### src/sv/urd_pkg.sv
package urd_pkg;

	localparam int URD_WIDTH   = 32;
	localparam int URD_FIELD_W = 32;

	typedef enum logic [1:0] {
		ST_IDLE = 2'b01,
		ST_RUN  = 2'b10
	} urd_state_t;

	typedef struct packed {
		logic load;
		logic step;
	} urd_ctl_t;

endpackage

### src/sv/urd_req_if.sv
interface urd_req_if;
	logic                          valid;
	logic                          ready;
	logic [urd_pkg::URD_FIELD_W-1:0] dividend;
	logic [urd_pkg::URD_FIELD_W-1:0] divisor;

	modport source (output valid, output dividend, output divisor, input ready);
	modport sink (input valid, input dividend, input divisor, output ready);
endinterface

### src/sv/urd_rsp_if.sv
interface urd_rsp_if;
	logic                          valid;
	logic                          ready;
	logic [urd_pkg::URD_FIELD_W-1:0] quotient;
	logic [urd_pkg::URD_FIELD_W-1:0] remainder;
	logic                          divide_by_zero;

	modport source (output valid, output quotient, output remainder, output divide_by_zero,
		input ready);
	modport sink (input valid, input quotient, input remainder, input divide_by_zero,
		output ready);
endinterface

### src/sv/urd_cell.sv
module urd_cell (
	input  logic            clk,
	input  urd_pkg::urd_ctl_t ctl,
	input  logic            num_bit,
	input  logic            den_bit,
	input  logic            shift_in,
	input  logic            qd_in,
	input  logic            borrow_in,
	input  logic            take,
	output logic            rem_bit,
	output logic            qd_bit,
	output logic            borrow_out
);
	logic rem_q;
	logic qd_q;
	logic den_q;
	logic diff_bit;

	// one bit of (shifted remainder - divisor), ripple borrow
	assign diff_bit   = shift_in ^ den_q ^ borrow_in;
	assign borrow_out = (~shift_in & den_q) | (~(shift_in ^ den_q) & borrow_in);

	always_ff @(posedge clk) begin
		if (ctl.load) begin
			rem_q <= 1'b0;
			qd_q  <= num_bit;
			den_q <= den_bit;
		end else if (ctl.step) begin
			rem_q <= take ? diff_bit : shift_in;
			qd_q  <= qd_in;
		end
	end

	assign rem_bit = rem_q;
	assign qd_bit  = qd_q;
endmodule

### src/sv/urd_row.sv
module urd_row #(
	parameter int WIDTH = urd_pkg::URD_WIDTH
) (
	input  logic              clk,
	input  urd_pkg::urd_ctl_t ctl,
	input  logic [WIDTH-1:0]  num,
	input  logic [WIDTH-1:0]  den,
	output logic [WIDTH-1:0]  rem,
	output logic [WIDTH-1:0]  quo
);
	logic [WIDTH-1:0] qd;
	logic [WIDTH-1:0] borrow;
	logic [WIDTH-1:0] shift_vec;
	logic [WIDTH-1:0] qd_in_vec;
	logic [WIDTH-1:0] borrow_in_vec;
	logic             take;

	// dividend bits leave the top of qd into the remainder, quotient bits enter at bit 0
	assign shift_vec     = {rem[WIDTH-2:0], qd[WIDTH-1]};
	assign qd_in_vec     = {qd[WIDTH-2:0], take};
	assign borrow_in_vec = {borrow[WIDTH-2:0], 1'b0};

	// bit shifted out of the remainder top makes the widened value exceed any divisor
	assign take = rem[WIDTH-1] | ~borrow[WIDTH-1];

	for (genvar i = 0; i < WIDTH; i++) begin : g_cell
		urd_cell u_cell (
			.clk        (clk),
			.ctl        (ctl),
			.num_bit    (num[i]),
			.den_bit    (den[i]),
			.shift_in   (shift_vec[i]),
			.qd_in      (qd_in_vec[i]),
			.borrow_in  (borrow_in_vec[i]),
			.take       (take),
			.rem_bit    (rem[i]),
			.qd_bit     (qd[i]),
			.borrow_out (borrow[i])
		);
	end

	assign quo = qd;
endmodule

### src/sv/unsigned_restoring_divider_core.sv
// Unsigned restoring divider. A dividend/divisor beat is taken when the core is idle and
// loaded into a row of WIDTH bit cells. The row then produces one quotient bit per cycle
// with a ripple-borrow subtract across the cells, and once the output register is free
// quotient and remainder are moved into it. The single row of cells is reused for every
// quotient bit. The next beat is accepted as soon as the result is in the output
// register, while that result still waits to be taken, so the core takes no new beat
// before it is through with the last one. Operands are cut to the low WIDTH bits;
// results are sized to 32 bits. A zero divisor returns quotient 0, remainder 0 and
// divide_by_zero set.
module unsigned_restoring_divider_core #(
	parameter int WIDTH = urd_pkg::URD_WIDTH
) (
	input  logic      clk,
	input  logic      arst_n,
	urd_req_if.sink   req,
	urd_rsp_if.source rsp
);
	import urd_pkg::*;

	localparam int CNT_W = $clog2(WIDTH + 1);

	urd_state_t             state_q;
	logic [CNT_W-1:0]       cnt_q;
	logic                   dbz_q;
	logic                   rsp_valid_q;
	logic [URD_FIELD_W-1:0] quo_q;
	logic [URD_FIELD_W-1:0] rem_q;
	logic                   dbz_out_q;

	urd_ctl_t         ctl;
	logic [WIDTH-1:0] num;
	logic [WIDTH-1:0] den;
	logic [WIDTH-1:0] row_rem;
	logic [WIDTH-1:0] row_quo;
	logic             steps_done;
	logic             finish;

	assign num = WIDTH'(req.dividend);
	assign den = WIDTH'(req.divisor);

	assign steps_done = (cnt_q == CNT_W'(WIDTH));
	assign ctl.load   = (state_q == ST_IDLE) && req.valid;
	assign ctl.step   = (state_q == ST_RUN) && !steps_done;
	assign finish     = (state_q == ST_RUN) && steps_done && (!rsp_valid_q || rsp.ready);

	assign req.ready = (state_q == ST_IDLE);

	urd_row #(.WIDTH(WIDTH)) u_row (
		.clk (clk),
		.ctl (ctl),
		.num (num),
		.den (den),
		.rem (row_rem),
		.quo (row_quo)
	);

	always_ff @(posedge clk or negedge arst_n) begin
		if (!arst_n) begin
			state_q     <= ST_IDLE;
			cnt_q       <= '0;
			rsp_valid_q <= 1'b0;
		end else begin
			case (state_q)
				ST_IDLE: begin
					if (req.valid) begin
						state_q <= ST_RUN;
						cnt_q   <= '0;
					end
				end
				ST_RUN: begin
					if (!steps_done) begin
						cnt_q <= cnt_q + CNT_W'(1);
					end else if (finish) begin
						state_q <= ST_IDLE;
					end
				end
				default: begin
					state_q <= ST_IDLE;
				end
			endcase
			if (finish) begin
				rsp_valid_q <= 1'b1;
			end else if (rsp.ready) begin
				rsp_valid_q <= 1'b0;
			end
		end
	end

	always_ff @(posedge clk) begin
		if (ctl.load) begin
			dbz_q <= (den == '0);
		end
		if (finish) begin
			quo_q     <= dbz_q ? '0 : URD_FIELD_W'(row_quo);
			rem_q     <= dbz_q ? '0 : URD_FIELD_W'(row_rem);
			dbz_out_q <= dbz_q;
		end
	end

	assign rsp.valid          = rsp_valid_q;
	assign rsp.quotient       = quo_q;
	assign rsp.remainder      = rem_q;
	assign rsp.divide_by_zero = dbz_out_q;
endmodule

### src/flat_wrapper.sv
// flat-port wrapper written by rule: the top's interface ports become plain ports
module unsigned_restoring_divider_core_flat import urd_pkg::*;
#(
	parameter int WIDTH = urd_pkg::URD_WIDTH
)
  (clk, arst_n, req_valid, req_dividend, req_divisor, req_ready, rsp_valid, rsp_quotient, rsp_remainder, rsp_divide_by_zero, rsp_ready);
  urd_req_if req_i ();
  urd_rsp_if rsp_i ();
  input  logic clk;
  input  logic arst_n;
  input wire logic [$bits(req_i.valid)-1:0] req_valid;
  input wire logic [$bits(req_i.dividend)-1:0] req_dividend;
  input wire logic [$bits(req_i.divisor)-1:0] req_divisor;
  output wire logic [$bits(req_i.ready)-1:0] req_ready;
  output wire logic [$bits(rsp_i.valid)-1:0] rsp_valid;
  output wire logic [$bits(rsp_i.quotient)-1:0] rsp_quotient;
  output wire logic [$bits(rsp_i.remainder)-1:0] rsp_remainder;
  output wire logic [$bits(rsp_i.divide_by_zero)-1:0] rsp_divide_by_zero;
  input wire logic [$bits(rsp_i.ready)-1:0] rsp_ready;
  assign req_i.valid = req_valid;
  assign req_i.dividend = req_dividend;
  assign req_i.divisor = req_divisor;
  assign req_ready = req_i.ready;
  assign rsp_valid = rsp_i.valid;
  assign rsp_quotient = rsp_i.quotient;
  assign rsp_remainder = rsp_i.remainder;
  assign rsp_divide_by_zero = rsp_i.divide_by_zero;
  assign rsp_i.ready = rsp_ready;
  unsigned_restoring_divider_core #(.WIDTH(WIDTH)) u_core (.clk(clk), .arst_n(arst_n), .req(req_i), .rsp(rsp_i));
endmodule
### config.mk
export PLATFORM = sky130hd
export DESIGN_NAME = unsigned_restoring_divider_core_flat
export DESIGN_NICKNAME = d
export VERILOG_FILES = /design/src/sv/urd_pkg.sv /design/src/sv/urd_req_if.sv /design/src/sv/urd_rsp_if.sv /design/src/sv/urd_cell.sv /design/src/sv/urd_row.sv /design/src/sv/unsigned_restoring_divider_core.sv /design/src/flat_wrapper.sv
export SDC_FILE = /design/constraint.sdc
export NUM_CORES = 1
export LEC_CHECK = 0
export BUFFER_PORTS_ARGS = -buffer_cell sky130_fd_sc_hd__buf_2
export CORE_MARGIN = 2
export CORE_UTILIZATION = 50
export CTS_CLUSTER_DIAMETER = 100
export DETAILED_ROUTE_END_ITERATION = 10
export HOLD_SLACK_MARGIN = 0.1
export PLACE_DENSITY = 0.76
export SETUP_SLACK_MARGIN = 0.4
export SYNTH_ARGS = -nofsm -noshare
export SYNTH_HDL_FRONTEND = slang
export SYNTH_SLANG_ARGS = --single-unit
### constraint.sdc
create_clock -name clk -period 12.8 [get_ports clk]
set_clock_uncertainty 0.05 [all_clocks]
set_input_delay 1.28 -clock clk [delete_from_list [all_inputs] [get_ports clk]]
set_output_delay 1.28 -clock clk [all_outputs]
set_load 0.005 [all_outputs]
==> results of run 1 <==
==> worst reg2reg max path: cells and delay by family, from the launching register on <==
kind	cells	cell delay, ps
buffers and inverters	3	260
multiplexers	2	490
adder cells (fa/ha/maj)	32	11090
flip-flops	1	370
AND/OR/NAND/NOR	1	200
==> final timing paths <==
kind / slack (ps) / endpoint / cells after the start / from
worst max register to register: 290 / u_core.u_row.g_cell[27].u_cell.rem_bit / 38 / u_core.u_row.g_cell[0].u_cell.den_q
worst min-delay path: 420 / u_core.u_row.g_cell[1].u_cell.rem_bit / 2 / u_core.u_row.g_cell[1].u_cell.rem_bit
max in group asynchronous: 11810 / u_core.state_q[0] / 1 / arst_n
min in group asynchronous: 640 / u_core.cnt_q[1] / 1 / arst_n
worst min register to register: 420 / u_core.u_row.g_cell[1].u_cell.rem_bit / 2 / u_core.u_row.g_cell[1].u_cell.rem_bit
worst max-delay path: 290 / u_core.u_row.g_cell[27].u_cell.rem_bit / 38 / u_core.u_row.g_cell[0].u_cell.den_q
==> sequential cells by signal, summed over array words and instances, names as in the netlist, 2 cells and up <==
register and count:
u_core.cnt_q 6, u_core.rsp.quotient 32, u_core.rsp.remainder 32, u_core.state_q 2, u_core.u_row.g_cell.u_cell.den_q 32, u_core.u_row.g_cell.u_cell.qd_bit 32, u_core.u_row.g_cell.u_cell.rem_bit 32
==> power groups by stage <==
stage	sequential, µW	combinational (µW)	clock (µW)
final	775	302	491
after global placement	779	278	0
after detailed placement	785	293	0
after floorplan	766	223	0
after global routing	786	339	518
after CTS	774	298	497
==> placed cells by master (no fill, tap or decap), drive strengths merged, types with 3 or more instances in the layout <==
master	n
buf	146
edfxtp	130
nand2	98
nor2	64
nor2b	36
mux2i	36
inv	36
dfxtp	32
mux2	32
fa	31
clkbuf	28
nor4	9
dfrtp	8
clkinv	3
nor3	3
clkinvlp	3
nand2b	3
ha	3
==> per-layer routing <==
layer  vias up  global-route usage  share of wire
met2       132              0.3325           0.53
met3        25             0.04218          0.044
li1       2200                   -              -
met1      2276              0.2449           0.40
met4         0             0.08791          0.025
met5         -                   0              0
==> cell families (layout without fill, tap and decap cells) <==
group | Yosys count | count (layout) | synth area share
adders and majority gates | 34 | 34 | 0.08757
muxes | 68 | 68 | 0.09589
buffers and inverters | 63 | 217 | 0.03612
and+or+nand+nor | 223 | 223 | 0.1340
DFF | 171 | 171 | 0.6348
AOI/OAI and AO/OA | 11 | 11 | 0.01166
==> through the flow <==
| step | util | setup TNS [ps] | instances |
|---|---|---|---|
| after global routing | 0.6256 | 0 | 908 |
| after global placement | 0.5773 | 0 | 872 |
| after floorplan | - | 0 | 570 |
| after detailed placement | 0.5773 | -1385 | 872 |
| final | 0.6256 | 0 | 908 |
| after CTS | 0.6212 | 0 | 906 |
==> cell type report <==
type / instances / area share
Clock inverter: 6 / 0.006854
Clock buffer: 26 / 0.05483
Timing Repair Buffer: 148 / 0.09376
Sequential cell: 171 / 0.5227
Multi-Input combinational cell: 336 / 0.2813
Tap cell: 184 / 0.02522
Inverter: 37 / 0.01535
==> timing repair <==
action / in CTS / in global routing
pin swaps: 2 / 2
resized for setup: 16 / 7
setup buffers: 1 / 0
setup endpoints to repair: 33 / 33
hold buffers: 0 / 0
cloned: 1 / 2
==> key figures, run 1 <==
Die
  – Core area: between 10000 and 15000 µm²
  – Die Y: around 130 µm
  – Die X: between 100 and 150 µm
  – Top Ports: 135
  – Starting Density: 0.5152
  – Row cnt: 44
  – Die area: about 16000 µm²

Clocking
  – Max clock buf depth: 2
  – Insertion delay to the later sink of the worst-skew pair: ~430 ps
  – H-tree Lvls: 4
  – Sink Count: roughly 170
  – CTS Buf Count: 17
  – CTS root buf: clkbuf_16
  – CTS tree: done
  – Worst-path clk slew: approximately 60 ps

Critical path
  – Crit path kind: flop to flop
  – Critical path required time: around 13000 ps
  – Crit path buf inv count: 3
  – Setup crit end kind: flop
  – Max stage delay cell, worst path: fa_2
  – Crit path max fanout: 6
  – Top cell family by delay on the critical path: adder cells
  – Arr. time, crit path: 12830 ps
  – Critical Path Start Type: flop
  – Most frequent CP cell: fa_2
  – Max incr delay on CP: 390 ps

Timing
  – Final Max Tran Viols: 0
  – Worst-Margin Slew: roughly 1300 ps
  – Min Hold Slack: about 420 ps
  – Final setup viols: 0
  – Period utilization: 0.9770
  – Tmin final: 12510 ps
  – Slew HR: 0.1561
  – RSZ-0062 raised after global routing: true
  – Hold Fails Final Rpt: 0
  – Worst Slack Setup Final: between 200 and 300 ps
  – Fmax: 79.96 MHz

Power
  – Overall power: 1569 µW
  – Static leakage: about 0.0035 µW
  – Flop pwr share: 0.494
  – Power density of the placed cells: 171.9 nW/µm²
  – Switching power: ~440 µW
  – Combinational power share: 0.193
  – Clock power share: 0.313
  – VDD IR-drop max: ~0.00011 V
  – Internal: roughly 1100 µW
  – Net Sw Frac: 0.2794

Global route
  – Largest net degree at the start of global routing: 70
  – Gr ovfl total: 0
  – Antenna violations before repair: 0
  – Number of global-route vias before repair: about 4700
  – Global-route wire length before repair: roughly 24000 µm
  – Aggregate global-route resource usage: 0.1968

Logic synthesis
  – Synth top area share: 0.5194
  – Seq/Total Area, Yosys: 0.6348
  – Cell count after synthesis: 570
  – Top FF cell, synth: edfxtp_1
  – Post-synth EDFFs: 130
  – Netlist cell types: 37
  – Post-synth top area cell: edfxtp_1
  – Largest cells by area after synthesis: edfxtp_1, dfxtp_1, fa_1
  – Synth cell count leaders: edfxtp_1, nand2_1, nor2_1
  – Asr flop ratio synth: 0.05263
  – Syn_nets: 672
  – Yosys reg bits: about 170
  – Most frequent cell after synthesis: edfxtp_1
  – Avg Synthesized Cell Area: 13.19 µm²
  – Yosys warns: 0
  – Post-Syn Area: between 7000 and 8000 µm²

Final layout
  – Nets: ~810
  – Area Growth Syn to Fin: 21.44%
  – Number of diodes: 0
  – Sequential Area: between 4000 and 5000 µm²
  – Final Cell Area: 9128 µm²
  – Layout cells sized above 1: 0.3370
  – Multi-input logic area: approximately 2600 µm²
  – # fillers: 1100

Outcome
  – Run status: finished, final reports clean

Drt
  – Drt drc: 0
  – Via count: roughly 4600
  – Pre-antenna DRT Iters: 5
  – DR vias/cell: between 5 and 6
  – Antenna-violating nets left: 0
  – Wire per inst: 17.51 µm
  – Number of DRC violations after detailed-routing iteration 0: 405
  – Total Wirelength: roughly 16000 µm

Placement
  – DP Area: roughly 8400 µm²
  – GPL Wtd Cong: about 0.84
  – HPWL Detailed: between 10000 and 15000 µm
  – IO buf count: 134
  – Setup slack at placement: -111.1 ps

Worst hold path
  – Min-Delay Path Class: flop to flop

Run
  – Max_cap viols: 0
Note: power is estimated with default switching activity, not from simulation.
==> run 2: changes to the inputs <==
--- a/config.mk
+++ b/config.mk
@@ -7,11 +7,10 @@
 export LEC_CHECK = 0
 export BUFFER_PORTS_ARGS = -buffer_cell sky130_fd_sc_hd__buf_2
 export CORE_MARGIN = 2
-export CORE_UTILIZATION = 50
+export CORE_UTILIZATION = 34
 export CTS_CLUSTER_DIAMETER = 100
 export DETAILED_ROUTE_END_ITERATION = 10
 export HOLD_SLACK_MARGIN = 0.1
-export PLACE_DENSITY = 0.76
 export SETUP_SLACK_MARGIN = 0.4
 export SYNTH_ARGS = -nofsm -noshare
 export SYNTH_HDL_FRONTEND = slang
==> run 2 against run 1 <==
Global-route usage decreased by 6.2 points. First-iteration DRC count decreased by 41%. Highest routed layer unchanged. Combinational power up 2%. Final cell count rose by 11%. Utilization decreased by 19 points. Critical path depth grew 1. Worst setup slack gained 290 ps. Critical path type unchanged.
==> key figures, run 2 (synthesized netlist as in run 1, its figures left out) <==
Critical path
  – Arr. time, crit path: roughly 12000 ps
  – Max incr delay on CP: 390 ps
  – Max stage delay cell, worst path: edfxtp_1
  – Most frequent CP cell: fa_2
  – Crit path buf inv count: 4
  – Critical Path Start Type: flop
  – Crit path max fanout: 5
  – Critical path required time: 13060 ps
  – Crit path kind: flop to flop
  – Top cell family by delay on the critical path: adder cells
  – Setup crit end kind: flop

Timing
  – Worst Slack Setup Final: a little under 600 ps
  – Fmax: 81.84 MHz
  – Tmin final: between 10000 and 15000 ps
  – Slew HR: 0.4903
  – Worst-Margin Slew: 764.6 ps
  – Hold Fails Final Rpt: 0
  – RSZ-0062 raised after global routing: true
  – Period utilization: 0.9546
  – Sum Neg Setup Slack: 0 ps
  – Final setup viols: 0
  – Final Max Tran Viols: 0

Global route
  – Global-route wire length before repair: around 24000 µm
  – Largest net degree at the start of global routing: 65
  – Aggregate global-route resource usage: 0.1347
  – Gr ovfl total: 0
  – Antenna violations before repair: 0
  – Number of global-route vias before repair: between 4000 and 5000

Final layout
  – Commonest non-fill, non-tap cell in the layout: buf_2
  – Number of diodes: 0
  – Layout cells sized above 1: 0.3517
  – Area Growth Syn to Fin: 24.74%
  – Final Cell Area: between 9000 and 10000 µm²
  – # fillers: around 2000
  – Final std cells w/o fill: approximately 1000
  – Most frequent cells in the layout: buf_2, edfxtp_1, nand2_1, nor2_1, nor2b_1
  – Nets: 814

Drt
  – Via count: ~4600
  – Pre-antenna DRT Iters: 4
  – Drt drc: 0
  – Number of DRC violations after detailed-routing iteration 0: roughly 240
  – Wire per inst: 15.58 µm
  – Antenna-violating nets left: 0
  – Total Wirelength: roughly 16000 µm
  – DR vias/cell: ~4.6

Clocking
  – Max clock buf depth: 2
  – CTS tree: done
  – Worst-path clk slew: approximately 70 ps
  – CTS root buf: clkbuf_16
  – H-tree Lvls: 4
  – Hold Buf Count CTS: 0
  – CTS Buf Count: 17
  – Sink Count: roughly 170
  – Insertion delay to the later sink of the worst-skew pair: approximately 420 ps

Placement
  – Setup slack at placement: ~35 ps
  – DP Area: between 8000 and 9000 µm²
  – IO buf count: roughly 130
  – GPL Wtd Cong: 0.7768
  – HPWL Detailed: between 10000 and 15000 µm
  – Inst Count DP: about 970

Power
  – Static leakage: roughly 0.0036 µW
  – Overall power: between 1500 and 2000 µW
  – VDD IR-drop max: 0.00009378 V
  – Power density of the placed cells: around 170 nW/µm²

Die
  – Core area: 21760 µm²
  – Die X: 152.7 µm
  – Starting Density: 0.3455
  – Die area: 23310 µm²
  – Top Ports: 135
  – Die Y: ~150 µm
  – Row cnt: 54

Outcome
  – Run status: finished, final reports clean

Run
  – Max_cap viols: 0

Worst hold path
  – Min-Delay Path Class: flop to flop
## run 2: where the power goes
part | leakage [µW] | internal [µW] | total (µW) | switching (µW)
clock network | 0.000296 | 311 | 537 | 226
logic | 0.00170 | 114 | 307 | 193
registers | 0.00156 | 726 | 768 | 42.6
## run 2: final cells by class
class	instances	area, µm²	share of cell area
clock inverters	15	188.9	0.02015
flip-flops and latches	171	4771	0.5089
multi-input cells	336	2618	0.2792
well taps	280	350.3	0.03737
inverters	37	140.1	0.01495
repair buffers	149	882.1	0.09409
clock buffers	17	425.4	0.04538
## run 2: routing by layer
layer  track usage  vias to the layer above  routed length (µm)
met4       0.04409                        0                 283
li1              -                     2214                   -
met3       0.03356                       30                 904
met2        0.1918                      187                6611
met5             0                        -                   0
met1        0.2013                     2154                7857
## run 2: final timing paths
path	startpoint	to	slack, ps	depth (start not counted)
worst max-delay path	u_core.u_row.g_cell[0].u_cell.den_q	u_core.u_row.g_cell[26].u_cell.rem_bit	580	39
worst min-delay path	u_core.u_row.g_cell[1].u_cell.rem_bit	u_core.u_row.g_cell[1].u_cell.rem_bit	420	2
worst max register to register	u_core.u_row.g_cell[0].u_cell.den_q	u_core.u_row.g_cell[26].u_cell.rem_bit	580	39
worst min register to register	u_core.u_row.g_cell[1].u_cell.rem_bit	u_core.u_row.g_cell[1].u_cell.rem_bit	420	2
max in group asynchronous	arst_n	u_core.state_q[0]	11800	1
min in group asynchronous	arst_n	u_core.cnt_q[4]	650	1
## run 2: worst min-delay path, cell delays in order, from the launching register on
cell and delay (ps):
dfxtp_1 310, nand2_1 50, mux2i_1 60
## run 2: repair_timing
item	in CTS	in global routing
resized for setup	14	21
gates cloned	2	1
endpoints found under the hold margin	0	0
endpoints found under the setup margin	33	33
pin swaps	1	3
buffers inserted	2	1
## run 2: metrics by stage
step / hold slack [ps] / util
CTS: 421.4 / 0.4262
finish: 416.2 / 0.4309
global placement: 401.1 / 0.3923
global route: 441.1 / 0.4309
detailed placement: 412.3 / 0.3923
floorplan: 374.4 / -
